<file path="config.mk">
export PLATFORM = sky130hd
export DESIGN_NAME = pileup_allele_fraction_filter_core
export DESIGN_NICKNAME = d
export VERILOG_FILES = /design/src/pafc_pkg.sv /design/src/pafc_cfg.sv /design/src/pafc_front.sv /design/src/pafc_queue.sv /design/src/pafc_back.sv /design/src/pileup_allele_fraction_filter_core.sv
export VERILOG_INCLUDE_DIRS = /design/src /design/src/src
export SDC_FILE = /design/constraint.sdc
export NUM_CORES = 2
export LEC_CHECK = 0
export BUFFER_PORTS_ARGS = -buffer_cell sky130_fd_sc_hd__buf_2
export CAP_MARGIN = 20
export CORE_UTILIZATION = 58
export CTS_CLUSTER_SIZE = 10
export DETAILED_ROUTE_END_ITERATION = 12
export GPL_TIMING_DRIVEN = 1
export PLACE_DENSITY_LB_ADDON = 0.05
export SLEW_MARGIN = 40
export SYNTH_ARGS = -nofsm -noshare
export SYNTH_HDL_FRONTEND = slang
export SYNTH_SLANG_ARGS = --single-unit
</file>
<file path="constraint.sdc">
create_clock -name clk_i -period 11.11 [get_ports clk_i]
set_input_delay 0 -clock clk_i [delete_from_list [all_inputs] [get_ports clk_i]]
set_output_delay 0 -clock clk_i [all_outputs]
set_load 0.02 [all_outputs]
</file>
<file path="src/pileup_allele_fraction_filter_core_defines.svh">
// Assertion macros for the pileup allele fraction filter.
// The macros expect clk_i and rst_ni in the scope where they are used.
`ifndef PILEUP_ALLELE_FRACTION_FILTER_CORE_DEFINES_SVH
`define PILEUP_ALLELE_FRACTION_FILTER_CORE_DEFINES_SVH

// General property, checked on every rising clock edge outside reset.
`define PAFC_ASSERT(lbl, prop, msg) \
  lbl: assert property (@(posedge clk_i) disable iff (!rst_ni) (prop)) else $error(msg);

// Same-cycle implication from a condition to a consequence.
`define PAFC_ASSERT_IMPLIES(lbl, ante, cons, msg) \
  lbl: assert property (@(posedge clk_i) disable iff (!rst_ni) (ante) |-> (cons)) \
    else $error(msg);

`endif

</file>
<file path="src/pafc_pkg.sv">
`default_nettype none

package pafc_pkg;

  // Width of the per-column base counters and of the kept-base counter.
  localparam int unsigned CountWidth = 16;
  // Width at which counters are compared against 16-bit thresholds.
  localparam int unsigned CmpWidth = (CountWidth > 16) ? CountWidth : 16;
  // Fraction bounds are unsigned Q1.16: one integer bit and 16 fraction bits.
  localparam int unsigned FracWidth = 17;
  localparam int unsigned FracBits = 16;
  localparam int unsigned ProdWidth = FracWidth + CountWidth;

  localparam int unsigned QueueDepth = 4;
  localparam int unsigned QueuePtrWidth = $clog2(QueueDepth);
  localparam int unsigned QueueCntWidth = $clog2(QueueDepth + 1);

  localparam int unsigned CfgIndexWidth = 3;
  localparam int unsigned CfgDataWidth = 17;

  typedef logic [CountWidth-1:0]    count_t;
  typedef logic [CmpWidth-1:0]      cmp_t;
  typedef logic [ProdWidth-1:0]     prod_t;
  typedef logic [15:0]              field16_t;
  typedef logic [1:0]               base_idx_t;
  typedef logic [QueueCntWidth-1:0] qcount_t;

  // Configuration register indexes.
  localparam logic [CfgIndexWidth-1:0] RegMinDepth    = 3'd0;
  localparam logic [CfgIndexWidth-1:0] RegMinMapQual  = 3'd1;
  localparam logic [CfgIndexWidth-1:0] RegMinBaseQual = 3'd2;
  localparam logic [CfgIndexWidth-1:0] RegMinFraction = 3'd3;
  localparam logic [CfgIndexWidth-1:0] RegMaxFraction = 3'd4;
  localparam logic [CfgIndexWidth-1:0] RegMinAltCount = 3'd5;
  localparam logic [CfgIndexWidth-1:0] RegStrandMode  = 3'd6;

  // Strand filter codes; the unused code behaves like both strands.
  localparam logic [1:0] StrandBoth    = 2'd0;
  localparam logic [1:0] StrandFwdOnly = 2'd1;
  localparam logic [1:0] StrandRevOnly = 2'd2;

  typedef struct packed {
    logic [30:0] position;
    logic [7:0]  ref_char;
    logic [15:0] column_depth;
    logic        is_deletion;
    logic        is_ref_skip;
    logic [7:0]  mapping_quality;
    logic        is_reverse;
    logic [7:0]  base_quality;
    logic [3:0]  base_code;
    logic        last_read;
  } in_t;

  typedef struct packed {
    logic [30:0] site_position;
    logic [15:0] total_depth;
    logic [15:0] alt_depth;
  } out_t;

  typedef struct packed {
    logic [15:0]          depth_floor;
    logic [7:0]           min_mapping_quality;
    logic [7:0]           min_base_quality;
    logic [FracWidth-1:0] min_fraction;
    logic [FracWidth-1:0] max_fraction;
    logic [15:0]          min_alt_count;
    logic [1:0]           strand_sel;
  } cfg_t;

  // One classified read as it waits between the front and the back.
  typedef struct packed {
    logic [30:0] position;
    logic        counted;
    base_idx_t   base_idx;
    logic        last_read;
    logic        ref_ok;
    base_idx_t   ref_idx;
    logic        depth_ok;
  } qentry_t;

  typedef struct packed {
    qcount_t count;
    logic    full;
    logic    empty;
  } qstatus_t;

endpackage

`default_nettype wire

</file>
<file path="src/pafc_cfg.sv">
`default_nettype none

module pafc_cfg (
  input  wire logic                                clk_i,
  input  wire logic                                rst_ni,
  input  wire logic                                cfg_valid_i,
  output logic                                     cfg_ready_o,
  input  wire logic [pafc_pkg::CfgIndexWidth-1:0]  cfg_index_i,
  input  wire logic [pafc_pkg::CfgDataWidth-1:0]   cfg_data_i,
  output pafc_pkg::cfg_t                           cfg_o
);

  pafc_pkg::cfg_t cfg_q;

  assign cfg_ready_o = 1'b1;
  assign cfg_o = cfg_q;

  always_ff @(posedge clk_i or negedge rst_ni) begin
    if (!rst_ni) begin
      cfg_q.depth_floor         <= 16'd10;
      cfg_q.min_mapping_quality <= 8'd20;
      cfg_q.min_base_quality    <= 8'd20;
      cfg_q.min_fraction        <= 17'd13107;
      cfg_q.max_fraction        <= 17'd45875;
      cfg_q.min_alt_count       <= 16'd2;
      cfg_q.strand_sel          <= pafc_pkg::StrandBoth;
    end else if (cfg_valid_i) begin
      unique case (cfg_index_i)
        pafc_pkg::RegMinDepth:    cfg_q.depth_floor         <= cfg_data_i[15:0];
        pafc_pkg::RegMinMapQual:  cfg_q.min_mapping_quality <= cfg_data_i[7:0];
        pafc_pkg::RegMinBaseQual: cfg_q.min_base_quality    <= cfg_data_i[7:0];
        pafc_pkg::RegMinFraction: cfg_q.min_fraction        <= cfg_data_i[16:0];
        pafc_pkg::RegMaxFraction: cfg_q.max_fraction        <= cfg_data_i[16:0];
        pafc_pkg::RegMinAltCount: cfg_q.min_alt_count       <= cfg_data_i[15:0];
        pafc_pkg::RegStrandMode:  cfg_q.strand_sel          <= cfg_data_i[1:0];
        default: begin
          // Writes to unused indexes are dropped.
        end
      endcase
    end
  end

endmodule

`default_nettype wire

</file>
<file path="src/pafc_front.sv">
`default_nettype none

module pafc_front (
  input  wire logic               in_valid_i,
  input  wire pafc_pkg::in_t      in_data_i,
  output logic                    in_stall_o,
  input  wire pafc_pkg::cfg_t     cfg_i,
  input  wire pafc_pkg::qstatus_t q_status_i,
  output logic                    push_o,
  output pafc_pkg::qentry_t       entry_o
);

  localparam logic [3:0] CodeA = 4'd1;
  localparam logic [3:0] CodeC = 4'd2;
  localparam logic [3:0] CodeG = 4'd4;
  localparam logic [3:0] CodeT = 4'd8;

  localparam logic [7:0] CharUpA = "A";
  localparam logic [7:0] CharLoA = "a";
  localparam logic [7:0] CharUpC = "C";
  localparam logic [7:0] CharLoC = "c";
  localparam logic [7:0] CharUpG = "G";
  localparam logic [7:0] CharLoG = "g";
  localparam logic [7:0] CharUpT = "T";
  localparam logic [7:0] CharLoT = "t";

  logic                strand_ok;
  logic                keep;
  logic                code_ok;
  pafc_pkg::base_idx_t code_idx;
  logic                ref_ok;
  pafc_pkg::base_idx_t ref_idx;

  always_comb begin
    unique case (cfg_i.strand_sel)
      pafc_pkg::StrandFwdOnly: strand_ok = !in_data_i.is_reverse;
      pafc_pkg::StrandRevOnly: strand_ok = in_data_i.is_reverse;
      default:                 strand_ok = 1'b1;
    endcase

    keep = !in_data_i.is_deletion && !in_data_i.is_ref_skip && strand_ok &&
           (in_data_i.mapping_quality >= cfg_i.min_mapping_quality) &&
           (in_data_i.base_quality >= cfg_i.min_base_quality);

    code_ok = 1'b1;
    unique case (in_data_i.base_code)
      CodeA:   code_idx = 2'd0;
      CodeC:   code_idx = 2'd1;
      CodeG:   code_idx = 2'd2;
      CodeT:   code_idx = 2'd3;
      default: begin
        code_idx = 2'd0;
        code_ok  = 1'b0;
      end
    endcase

    ref_ok = 1'b1;
    unique case (in_data_i.ref_char)
      CharUpA, CharLoA: ref_idx = 2'd0;
      CharUpC, CharLoC: ref_idx = 2'd1;
      CharUpG, CharLoG: ref_idx = 2'd2;
      CharUpT, CharLoT: ref_idx = 2'd3;
      default: begin
        ref_idx = 2'd0;
        ref_ok  = 1'b0;
      end
    endcase
  end

  assign entry_o.position  = in_data_i.position;
  assign entry_o.counted   = keep && code_ok;
  assign entry_o.base_idx  = code_idx;
  assign entry_o.last_read = in_data_i.last_read;
  assign entry_o.ref_ok    = ref_ok;
  assign entry_o.ref_idx   = ref_idx;
  assign entry_o.depth_ok  = in_data_i.column_depth >= cfg_i.depth_floor;

  assign in_stall_o = q_status_i.full;
  assign push_o     = in_valid_i && !q_status_i.full;

endmodule

`default_nettype wire

</file>
<file path="src/pafc_queue.sv">
`default_nettype none

module pafc_queue (
  input  wire logic               clk_i,
  input  wire logic               rst_ni,
  input  wire logic               push_i,
  input  wire pafc_pkg::qentry_t  entry_i,
  input  wire logic               pop_i,
  output pafc_pkg::qentry_t       entry_o,
  output pafc_pkg::qstatus_t      status_o
);

  typedef logic [pafc_pkg::QueuePtrWidth-1:0] ptr_t;

  pafc_pkg::qentry_t mem_q [pafc_pkg::QueueDepth];
  ptr_t              wr_ptr_q, wr_ptr_d;
  ptr_t              rd_ptr_q, rd_ptr_d;
  pafc_pkg::qcount_t count_q, count_d;

  always_comb begin
    wr_ptr_d = wr_ptr_q;
    rd_ptr_d = rd_ptr_q;
    if (push_i) begin
      wr_ptr_d = (wr_ptr_q == ptr_t'(pafc_pkg::QueueDepth - 1)) ? '0 : wr_ptr_q + ptr_t'(1);
    end
    if (pop_i) begin
      rd_ptr_d = (rd_ptr_q == ptr_t'(pafc_pkg::QueueDepth - 1)) ? '0 : rd_ptr_q + ptr_t'(1);
    end
    count_d = count_q + pafc_pkg::qcount_t'(push_i) - pafc_pkg::qcount_t'(pop_i);
  end

  always_ff @(posedge clk_i or negedge rst_ni) begin
    if (!rst_ni) begin
      wr_ptr_q <= '0;
      rd_ptr_q <= '0;
      count_q  <= '0;
    end else begin
      wr_ptr_q <= wr_ptr_d;
      rd_ptr_q <= rd_ptr_d;
      count_q  <= count_d;
    end
  end

  always_ff @(posedge clk_i) begin
    if (push_i) begin
      mem_q[wr_ptr_q] <= entry_i;
    end
  end

  assign entry_o        = mem_q[rd_ptr_q];
  assign status_o.count = count_q;
  assign status_o.full  = count_q == pafc_pkg::qcount_t'(pafc_pkg::QueueDepth);
  assign status_o.empty = count_q == '0;

endmodule

`default_nettype wire

</file>
<file path="src/pafc_back.sv">
`default_nettype none

module pafc_back (
  input  wire logic               clk_i,
  input  wire logic               rst_ni,
  input  wire pafc_pkg::cfg_t     cfg_i,
  input  wire pafc_pkg::qstatus_t q_status_i,
  input  wire pafc_pkg::qentry_t  entry_i,
  output logic                    pop_o,
  output logic                    out_valid_o,
  input  wire logic               out_stall_i,
  output pafc_pkg::out_t          out_data_o
);

  logic advance;
  logic pop;

  // Column counters.
  pafc_pkg::count_t cnt_q [4];
  pafc_pkg::count_t cnt_new [4];
  pafc_pkg::count_t kept_q, kept_new;

  // Evaluation stage 1: snapshot of a finished column.
  logic                e1_v_q;
  pafc_pkg::count_t    e1_cnt_q [4];
  pafc_pkg::count_t    e1_kept_q;
  logic [30:0]         e1_pos_q;
  logic                e1_ref_ok_q;
  pafc_pkg::base_idx_t e1_ref_idx_q;
  logic                e1_depth_ok_q;

  // Evaluation stage 2: alternate count and threshold checks.
  pafc_pkg::count_t    alt;
  logic                pre_ok;
  logic                e2_v_q;
  pafc_pkg::count_t    e2_alt_q;
  pafc_pkg::count_t    e2_kept_q;
  logic [30:0]         e2_pos_q;
  logic                e2_ok_q;

  // Evaluation stage 3: fraction bound products.
  logic                e3_v_q;
  pafc_pkg::prod_t     e3_lo_q, e3_hi_q;
  pafc_pkg::count_t    e3_alt_q;
  pafc_pkg::count_t    e3_kept_q;
  logic [30:0]         e3_pos_q;
  logic                e3_ok_q;

  pafc_pkg::prod_t     alt_scaled;
  logic                pass;

  logic                out_valid_q;
  pafc_pkg::out_t      out_data_q;

  // The whole back end moves together unless a finished result is stuck.
  assign advance = !out_valid_q || !out_stall_i;
  assign pop     = !q_status_i.empty && advance;
  assign pop_o   = pop;

  always_comb begin
    for (int i = 0; i < 4; i++) begin
      if (entry_i.counted && (entry_i.base_idx == pafc_pkg::base_idx_t'(i)) &&
          (cnt_q[i] != '1)) begin
        cnt_new[i] = cnt_q[i] + pafc_pkg::count_t'(1);
      end else begin
        cnt_new[i] = cnt_q[i];
      end
    end
    if (entry_i.counted && (kept_q != '1)) begin
      kept_new = kept_q + pafc_pkg::count_t'(1);
    end else begin
      kept_new = kept_q;
    end
  end

  always_ff @(posedge clk_i or negedge rst_ni) begin
    if (!rst_ni) begin
      for (int i = 0; i < 4; i++) begin
        cnt_q[i] <= '0;
      end
      kept_q <= '0;
    end else if (pop) begin
      for (int i = 0; i < 4; i++) begin
        cnt_q[i] <= entry_i.last_read ? '0 : cnt_new[i];
      end
      kept_q <= entry_i.last_read ? '0 : kept_new;
    end
  end

  always_comb begin
    alt = '0;
    for (int i = 0; i < 4; i++) begin
      if ((pafc_pkg::base_idx_t'(i) != e1_ref_idx_q) && (e1_cnt_q[i] > alt)) begin
        alt = e1_cnt_q[i];
      end
    end
    pre_ok = e1_depth_ok_q && e1_ref_ok_q && (e1_kept_q != '0) &&
             (pafc_pkg::cmp_t'(e1_kept_q) >= pafc_pkg::cmp_t'(cfg_i.depth_floor)) &&
             (pafc_pkg::cmp_t'(alt) >= pafc_pkg::cmp_t'(cfg_i.min_alt_count));
  end

  assign alt_scaled = pafc_pkg::prod_t'(e3_alt_q) << pafc_pkg::FracBits;
  assign pass = e3_ok_q && (alt_scaled >= e3_lo_q) && (alt_scaled <= e3_hi_q);

  always_ff @(posedge clk_i or negedge rst_ni) begin
    if (!rst_ni) begin
      e1_v_q      <= 1'b0;
      e2_v_q      <= 1'b0;
      e3_v_q      <= 1'b0;
      out_valid_q <= 1'b0;
    end else if (advance) begin
      e1_v_q      <= pop && entry_i.last_read;
      e2_v_q      <= e1_v_q;
      e3_v_q      <= e2_v_q;
      out_valid_q <= e3_v_q && pass;
    end
  end

  always_ff @(posedge clk_i) begin
    if (advance) begin
      for (int i = 0; i < 4; i++) begin
        e1_cnt_q[i] <= cnt_new[i];
      end
      e1_kept_q     <= kept_new;
      e1_pos_q      <= entry_i.position;
      e1_ref_ok_q   <= entry_i.ref_ok;
      e1_ref_idx_q  <= entry_i.ref_idx;
      e1_depth_ok_q <= entry_i.depth_ok;

      e2_alt_q  <= alt;
      e2_kept_q <= e1_kept_q;
      e2_pos_q  <= e1_pos_q;
      e2_ok_q   <= pre_ok;

      e3_lo_q   <= pafc_pkg::prod_t'(cfg_i.min_fraction) * pafc_pkg::prod_t'(e2_kept_q);
      e3_hi_q   <= pafc_pkg::prod_t'(cfg_i.max_fraction) * pafc_pkg::prod_t'(e2_kept_q);
      e3_alt_q  <= e2_alt_q;
      e3_kept_q <= e2_kept_q;
      e3_pos_q  <= e2_pos_q;
      e3_ok_q   <= e2_ok_q;

      out_data_q.site_position <= e3_pos_q;
      out_data_q.total_depth   <= pafc_pkg::field16_t'(e3_kept_q);
      out_data_q.alt_depth     <= pafc_pkg::field16_t'(e3_alt_q);
    end
  end

  assign out_valid_o = out_valid_q;
  assign out_data_o  = out_data_q;

endmodule

`default_nettype wire

</file>
<file path="src/pileup_allele_fraction_filter_core.sv">
`default_nettype none

// Pileup column allele fraction filter. Reads of one pileup column arrive one
// item per cycle while in_stall_o is low, the final read of a column marked by
// last_read; the column fields (position, reference base, depth) are taken
// from that final item. The block sustains one read per cycle while the output
// is not stalled: the rate is set by the update of the four base counters and
// the kept-base counter in the back end. A column that passes every filter
// yields one result item through the queue, the three evaluation stages and the
// output register; columns that fail yield nothing. Counters saturate and clear
// after every column. Configuration writes are always ready and should only be
// issued while the block is idle.

`include "pileup_allele_fraction_filter_core_defines.svh"

module pileup_allele_fraction_filter_core (
  input  wire logic                                clk_i,
  input  wire logic                                rst_ni,
  input  wire logic                                in_valid_i,
  output logic                                     in_stall_o,
  input  wire pafc_pkg::in_t                       in_data_i,
  output logic                                     out_valid_o,
  input  wire logic                                out_stall_i,
  output pafc_pkg::out_t                           out_data_o,
  input  wire logic                                cfg_valid_i,
  output logic                                     cfg_ready_o,
  input  wire logic [pafc_pkg::CfgIndexWidth-1:0]  cfg_index_i,
  input  wire logic [pafc_pkg::CfgDataWidth-1:0]   cfg_data_i
);

  pafc_pkg::cfg_t     cfg;
  pafc_pkg::qstatus_t q_status;
  pafc_pkg::qentry_t  q_in;
  pafc_pkg::qentry_t  q_out;
  logic               q_push;
  logic               q_pop;

  // Configuration registers, shared by the front and the back.
  pafc_cfg u_cfg (
    .clk_i       (clk_i),
    .rst_ni      (rst_ni),
    .cfg_valid_i (cfg_valid_i),
    .cfg_ready_o (cfg_ready_o),
    .cfg_index_i (cfg_index_i),
    .cfg_data_i  (cfg_data_i),
    .cfg_o       (cfg)
  );

  // The front applies the read filters and decodes the base and reference
  // codes, so each queued item only carries what the counters need.
  pafc_front u_front (
    .in_valid_i (in_valid_i),
    .in_data_i  (in_data_i),
    .in_stall_o (in_stall_o),
    .cfg_i      (cfg),
    .q_status_i (q_status),
    .push_o     (q_push),
    .entry_o    (q_in)
  );

  // A short queue lets the input keep flowing while a result waits.
  pafc_queue u_queue (
    .clk_i    (clk_i),
    .rst_ni   (rst_ni),
    .push_i   (q_push),
    .entry_i  (q_in),
    .pop_i    (q_pop),
    .entry_o  (q_out),
    .status_o (q_status)
  );

  // The back counts bases and runs the column test in a short pipeline.
  pafc_back u_back (
    .clk_i       (clk_i),
    .rst_ni      (rst_ni),
    .cfg_i       (cfg),
    .q_status_i  (q_status),
    .entry_i     (q_out),
    .pop_o       (q_pop),
    .out_valid_o (out_valid_o),
    .out_stall_i (out_stall_i),
    .out_data_o  (out_data_o)
  );

  // The back never takes an item from an empty queue.
  `PAFC_ASSERT_IMPLIES(PopNeedsEntry, q_pop, !q_status.empty, "queue popped while empty")

  // A waiting result freezes the back end, so nothing leaves the queue.
  `PAFC_ASSERT_IMPLIES(StalledResultHoldsBack, out_valid_o && out_stall_i, !q_pop,
    "queue popped while a result is stalled")

  // A push without a pop grows the occupancy by exactly one.
  `PAFC_ASSERT(QueueCountTracksPush,
    (q_push && !q_pop) |=> (q_status.count == $past(q_status.count) + pafc_pkg::qcount_t'(1)),
    "queue occupancy did not grow on push")

endmodule

`default_nettype wire
</file>
* Word level (Yosys, flattened, before mapping)
Memory sizes are Yosys's and may differ from the RTL's.
Cells that the tools add are included.
** Operators by class
- Add/subtract/negate cells :: 9
- Multipliers :: 2
- Divide/modulo/power cells :: 0
- $lt $le $gt $ge :: 11
- Equal/unequal tests :: 34
- Shift-type cells :: 0
- Muxes and demuxes :: 25
- Bitwise gates (word level) :: 0
- Reductions and logical operators :: 53
** Operators with widths (number)
- $mux W16 :: 14
- $add A16 B1 Y16 const B :: 5
- $ne A16 B16 Y1 const B :: 5
- $mul A17 B16 Y33 :: 2
- $eq A8 B7 Y1 const B :: 8
- $ge A16 B16 Y1 :: 3
- $gt A16 B16 Y1 :: 3
- $ge A32 B33 Y1 :: 1
- $le A32 B33 Y1 :: 1
- $logic_and A1 B1 Y1 :: 28
- $ge A8 B8 Y1 :: 2
- $gt A16 B1 Y1 const B :: 1
- $reduce_bool A16 Y1 :: 1
- $reduce_and A2 Y1 :: 7
- $eq A3 B3 Y1 const B :: 4
- $pmux W2 S3 :: 2
- $eq A2 B2 Y1 const B :: 5
- $reduce_or A8 Y1 :: 1
- $logic_not A1 Y1 :: 7
- $eq A3 B2 Y1 const B :: 2
- $logic_not A3 Y1 :: 2
- $mux W1 :: 6
- $reduce_or A2 Y1 :: 3
- $add A2 B1 Y2 const B :: 2
- other kinds (16) :: 19
** Storage, ports and cells
- Flip-flop bits (word level) :: 483
- Latch bits :: 0
- Bits in writable memories :: 220
- Memory bits (read-only) :: 0
- Input bits :: 104
- Output and inout port bits :: 66
- Word-level logic and storage cells :: 173
- Memories :: 2
** Memory list
- u_queue.mem_q :: words 4, width 39, read ports 1, clocked after Yosys merged registers in 0, write ports 1, RTL line pafc_queue.sv:15 : pafc_pkg::qentry_t mem_q [pafc_pkg::QueueDepth];
- u_back.e1_cnt_q :: words 4, width 16, read ports 4, clocked after Yosys merged registers in 0, write ports 4, RTL line pafc_back.sv:25 : pafc_pkg::count_t e1_cnt_q [4];

* Depth between registers and ports, before layout
An unclocked memory read counts as a cell.
- Word-level depth :: 15
- Gate-level depth with buffers :: 47
- Gate-level depth less buffers :: 40

* Modules after synthesis
From an unflattened synthesis, not the netlist that was laid out.
** Second synthesis, totals
- Cells, all modules :: 4103
- Area total of the unflattened synthesis :: 47800.8 µm²
** Modules (own cells, without submodules)
- pafc_back :: times used 1, cells an instance 3504, area an instance 37250.7 µm², seq. area each 13272.7 µm²
- pafc_queue :: times used 1, cells an instance 240, area an instance 6085.8 µm², seq. area each 4859.7 µm²
- pafc_cfg :: times used 1, cells an instance 185, area an instance 3245.6 µm², seq. area each 2132.0 µm²
- pafc_front :: times used 1, cells an instance 174, area an instance 1218.7 µm², seq. area each 0.0 µm²

* Worst setup path before layout
Ideal clock, no wire load.
- Kind :: register -> register
- From :: register u_back.out_valid_q (netlist: u_back.out_valid_o)
- To :: register u_queue.count_q[2]
- Setup time :: 0.125 ns
- Arrival time :: 11.564 ns
- Data required time :: 10.985 ns
- Path slack :: -0.579 ns
- Cell stages (with the launch flop) :: 12
- Buffers on the path :: 1
- Period minus slack after synthesis :: 11.689 ns
- Cell sequence :: dfrtp_1 nand2_1 o31ai_1 inv_1 clkbuf_1 ha_1 inv_1 ha_1 inv_1 fa_1 xnor2_1 xnor2_1
** Between the ends
- Cells in the longest elaborated chain, start to end :: 4
** RTL lines
- start, declared :: RTL line pafc_back.sv:52 : logic out_valid_q;
- start signal, assigned :: RTL line pafc_back.sv:115 : out_valid_q <= e3_v_q && pass;
- $logic_not A1 Y1 :: RTL line pafc_back.sv:56 : assign advance = !out_valid_q || !out_stall_i;
- $logic_or A1 B1 Y1 :: RTL line pafc_back.sv:56
- $logic_and A1 B1 Y1 :: RTL line pafc_back.sv:57 : assign pop = !q_status_i.empty && advance;
- via q_pop :: RTL line pileup_allele_fraction_filter_core.sv:36 : logic q_pop;
- $sub A3 B1 Y3 :: RTL line pafc_queue.sv:29 : count_d = count_q + pafc_pkg::qcount_t'(push_i) - pafc_pkg::qcount_t'(pop_i);
- via u_queue.count_d[2] :: RTL line pafc_queue.sv:18 : pafc_pkg::qcount_t count_q, count_d;
- end signal, assigned :: RTL line pafc_queue.sv:40 : count_q <= count_d;
- end, declared :: RTL line pafc_queue.sv:18
The timed path passes the listed nets, and every way through them passes these cells.
A chain may end at the register's enable or synchronous reset.

==> tab_implementation.tex <==
\begin{tabular}{lr}
\hline
Metric & Value \\
\hline
\multicolumn{2}{l}{\textbf{Worst setup path}} \\
Startpoint type of the worst setup path & register \\
Delay of the slowest cell on the worst path & $\sim$0.50 ns \\
Path depth of the worst reg2reg path & 40 \\
Number of cells on the critical path & 40 \\
Worst setup path start & u\_back.e1\_cnt\_q[0][8]\$\_DFFE\_PN\_ \\
Family with the most delay on the worst path & compound AO/OA/AOI/OAI gates \\
Crit-path max FO & 31 \\
Crit path max-delay cell type & a31o\_2 \\
Crit-path most repeated cell & o21ai\_0 \\
Type of the worst setup path & register to register \\
Crit path buffers/inverters & 3 \\
Endpoint arrival time on the critical path & just over 10 ns \\
Required time at the endpoint of the critical path & 11.48 ns \\
Worst r2r src & u\_back.e1\_cnt\_q[0][8]\$\_DFFE\_PN\_ \\
Crit end category & register \\
\multicolumn{2}{l}{\textbf{Floorplan}} \\
Floorplan die area & 82,910 sq um \\
Width of the die & 287.9 um \\
Count of boundary I/O pins & between 150 and 200 \\
Floorplan core area & 80,680 sq um \\
Number of rows in the core area & 104 \\
Die Height & roughly 290 um \\
Starting density of the core & 0.5878 \\
\multicolumn{2}{l}{\textbf{Synthesis}} \\
Most used flip-flop cell after synthesis & edfxtp\_1 \\
Distinct cell type count of the synthesized netlist & 84 \\
Area share of and/or/nand/nor cells after synthesis & 0.1109 \\
Synthesized area per cell & about 12 sq um \\
Adder-cell share of the synthesized area & 0.2728 \\
YS warnings & 0 \\
Portion of the post-synthesis area used by sequential elements & 0.4273 \\
Share of flip-flops with an asynchronous set or reset after synthesis & 0.2489 \\
Mapped Area & 47,420 sq um \\
Cell count after synthesis & between 4,000 and 5,000 \\
Fraction of the mapped netlist area in compound gates & 0.06934 \\
Syn\_nets & approximately 5,000 \\
Number of enable flip-flop cells after synthesis & 528 \\
Proportion of synthesized area in mux cells & 0.03551 \\
Share of the synthesized netlist area taken by xor and xnor gates & 0.02438 \\
Post-synthesis register bit count & 703 \\
Combinational family with the most area after synthesis & adder cells \\
\multicolumn{2}{l}{\textbf{Routing}} \\
Routed via count & 30,753 \\
First DRT Iteration DRCs & slightly above 2,000 \\
DRC violations left & 0 \\
Total wire length after detailed routing & around 110,000 um \\
Routed length per instance & 20.56 um \\
Via density per instance & 5.647 \\
Pre-antenna DRT Iters & 7 \\
Antenna Nets Post-Route & 0 \\
\multicolumn{2}{l}{\textbf{Global routing}} \\
Global-route wire length before repair & around 180,000 um \\
Pin count of the biggest net entering global routing & 84 \\
Number of global-route vias before repair & 31,784 \\
All-Layer GR Usage & 0.2814 \\
Grt total ovfl & 0 \\
Initial antenna violation count & 7 \\
\multicolumn{2}{l}{\textbf{Placed design}} \\
Final HPWL DP & 77,970 um \\
Final weighted congestion of routability-driven global placement & around 0.9 \\
Count of input and output buffers & 167 \\
Placed instance count & 5,197 \\
\multicolumn{2}{l}{\textbf{CTS}} \\
Clk sink count & 703 \\
Clock Tree Root & clkbuf\_16 \\
TritonCTS clock tree & done \\
H-tree lvl count & 3 \\
Number of setup buffers added after CTS & 0 \\
Clock transition at the registers of the reported paths & 0.06 ns \\
TritonCTS Buffers & a little over 80 \\
Max clock buf depth & 3 \\
Clk\_lat worst skew & about 0.66 ns \\
\multicolumn{2}{l}{\textbf{Worst hold path}} \\
Worst hold path class & input port to async pin \\
\multicolumn{2}{l}{\textbf{Timing}} \\
Worst Tran Pin Value & 0.8617 ns \\
Number of endpoints with negative hold slack in the final report & 0 \\
Summed negative setup slack over all endpoints & 0 ns \\
Number of max-slew violations in the final report & 0 \\
Maximum achievable frequency & 0.1004 GHz \\
Slew margin rel. & 0.4255 \\
Final worst path period need & 9.956 ns \\
Largest clock skew in the final design & 0.05085 ns \\
Total of endpoints with negative setup slack in the final report & 0 \\
RSZ-0062 raised after global routing & false \\
Portion of the clock cycle consumed by the worst path in the final layout & 0.8961 \\
WHS & 0.05088 ns \\
\multicolumn{2}{l}{\textbf{Layout}} \\
Share of cells above drive strength 1 & 0.1109 \\
Top library cells by usage in the layout, fill and taps aside & inv\_1 (591), nand2\_1 (534), edfxtp\_1 (528) \\
Number of nets in the layout & 5,201 \\
P\&R area growth vs syn & 11.96\% \\
Sequential cell area & 20,270 sq um \\
Area used by multi-input combinational logic & 24,430 sq um \\
Filler cell count & 6,249 \\
Layout Cells excl Fill & 5,446 \\
Most frequent standard cell in the layout excluding fill and tap cells & inv\_1 \\
\multicolumn{2}{l}{\textbf{Run status}} \\
Outcome & completed \\
\multicolumn{2}{l}{\textbf{Power}} \\
Power density over cell area & 182.3 nW/um\^{}2 \\
Leak pwr & 0.02352 uW \\
Peak ir drop on the vdd network & 0.3312 mV \\
\multicolumn{2}{l}{\textbf{Job}} \\
\# Max-Cap Violations & 0 \\
\hline
\end{tabular}
-- Yosys cell counts (4+ instances only) --
| cell type | n | share of area |
|---|---|---|
| a31oi_1 | 25 | 0.0033 |
| o211ai_1 | 5 | 0.00079 |
| buf_2 | 6 | 0.00063 |
| o21a_1 | 13 | 0.0021 |
| or2_2 | 5 | 0.00066 |
| or3_1 | 7 | 0.00092 |
| nor3b_1 | 4 | 0.00063 |
| a21oi_1 | 77 | 0.0081 |
| nand3_1 | 44 | 0.0046 |
| nand4b_1 | 5 | 0.00092 |
| nor3_1 | 31 | 0.0033 |
| nand2b_1 | 15 | 0.0020 |
| dfrtp_1 | 151 | 0.080 |
| a221oi_1 | 7 | 0.0013 |
| and3_1 | 34 | 0.0045 |
| dfstp_2 | 24 | 0.013 |
| and4_1 | 16 | 0.0030 |
| a21o_1 | 63 | 0.010 |
| and2_1 | 209 | 0.028 |
| mux4_2 | 39 | 0.019 |
| nor2_1 | 99 | 0.0078 |
| a211oi_1 | 11 | 0.0017 |
| clkbuf_1 | 137 | 0.011 |
| nor4_1 | 33 | 0.0044 |
| o31ai_1 | 19 | 0.0030 |
| mux2_2 | 64 | 0.015 |
| a22o_1 | 34 | 0.0063 |
| nor2b_1 | 19 | 0.0025 |
| a311oi_1 | 15 | 0.0028 |
| buf_1 | 9 | 0.00071 |
| o21ai_0 | 173 | 0.018 |
| ha_1 | 366 | 0.097 |
| inv_1 | 591 | 0.047 |
| nand4_1 | 27 | 0.0036 |
| nand2_1 | 536 | 0.042 |
| a2111oi_0 | 4 | 0.00074 |
| fa_1 | 417 | 0.18 |
| mux2i_1 | 7 | 0.0015 |
| a31o_2 | 4 | 0.00074 |
| xor2_1 | 51 | 0.0094 |
| xnor2_1 | 81 | 0.015 |
| edfxtp_1 | 528 | 0.33 |
| o21bai_1 | 12 | 0.0019 |
-- logic make-up after synthesis --
family | after synthesis
AOI/OAI and AO/OA | 501
xor gates and xnor gates | 132
adders and majority gates | 784
buffers and inverters | 747
DFF | 703
muxes | 111
other | 1
and+or+nand+nor | 1095
-- path summary, 6_finish.rpt --
kind | to | slack [ns]
min reg2reg | u_back.out_data_o[58]$_DFFE_PN_ | 0.39
max | u_back.e2_ok_q$_DFFE_PN_ | 1.15
max reg2reg | u_back.e2_ok_q$_DFFE_PN_ | 1.15
min in group clk_i | u_queue.mem_q[3][7]$_DFFE_PP_ | 0.06
min | u_cfg.cfg_o[43]$_DFFE_PN1P_ | 0.05
max in group asynchronous | u_queue.rd_ptr_q[1]$_DFFE_PN0P_ | 9.72
-- power breakdown --
| part | switching [uW] | internal, uW |
|---|---|---|
| registers | 406 | 3610 |
| logic | 1880 | 1200 |
| clock network | 1080 | 1500 |
| total | 3370 | 6310 |
-- flip-flops by register name (all words and copies together), names as in the netlist, 31 cells and up --
register and flops:
u_back.cnt_q 64, u_cfg.cfg_o 84, u_back.e3_hi_q 33, u_back.e3_lo_q 33
u_back.e1_pos_q 31, u_back.e2_pos_q 31, u_queue.mem_q 156, u_back.e3_pos_q 31
u_back.out_data_o 63, u_back.e1_cnt_q 64
-- repair_timing --
action                    CTS  global route
hold endpoints to repair  367             0
gates resized for setup     0             0
hold buffers               92             0
-- worst register-to-register path, delay by kind of cell (launching register included) --
family                   cells  cell delay [ns]
adder cells (fa/ha/maj)      4             1.16
flip-flops                   1             0.43
buffers and inverters        3             0.93
AO/OA/AOI/OAI               26             6.00
AND/OR/NAND/NOR              7             1.15
-- metrics by stage --
stage	setup WS (ns)	power, uW	utilization	cell area (sq um)
floorplan	1.877	6073	-	47430
global placement	1.262	7047	0.6128	49440
detailed placement	1.299	7127	0.6137	49510
CTS	1.214	9764	0.6580	53080
global route	0.3878	10280	0.6581	53090
finish	1.154	9678	0.6581	53100
-- area by class of cell --
cell class / count / area share
Multi-Input combinational cell: 2624 / 0.4601
Inverter: 592 / 0.04185
Antenna cell: 3 / 0.0001414
Clock buffer: 143 / 0.04489
Tap cell: 1060 / 0.02498
Clock inverter: 11 / 0.004831
Sequential cell: 703 / 0.3817
Timing Repair Buffer: 310 / 0.04155
-- routing by layer --
metal / up-vias / track usage / routed length [um] / share of wire
li1: 14198 / - / - / -
met1: 15556 / 0.3716 / 46780 / 0.42
met2: 805 / 0.4761 / 55300 / 0.49
met3: 190 / 0.04461 / 6186 / 0.055
met4: 4 / 0.09246 / 3674 / 0.033
met5: - / 0 / 27 / 0.00024
Note: power is estimated with default switching activity, not from simulation.
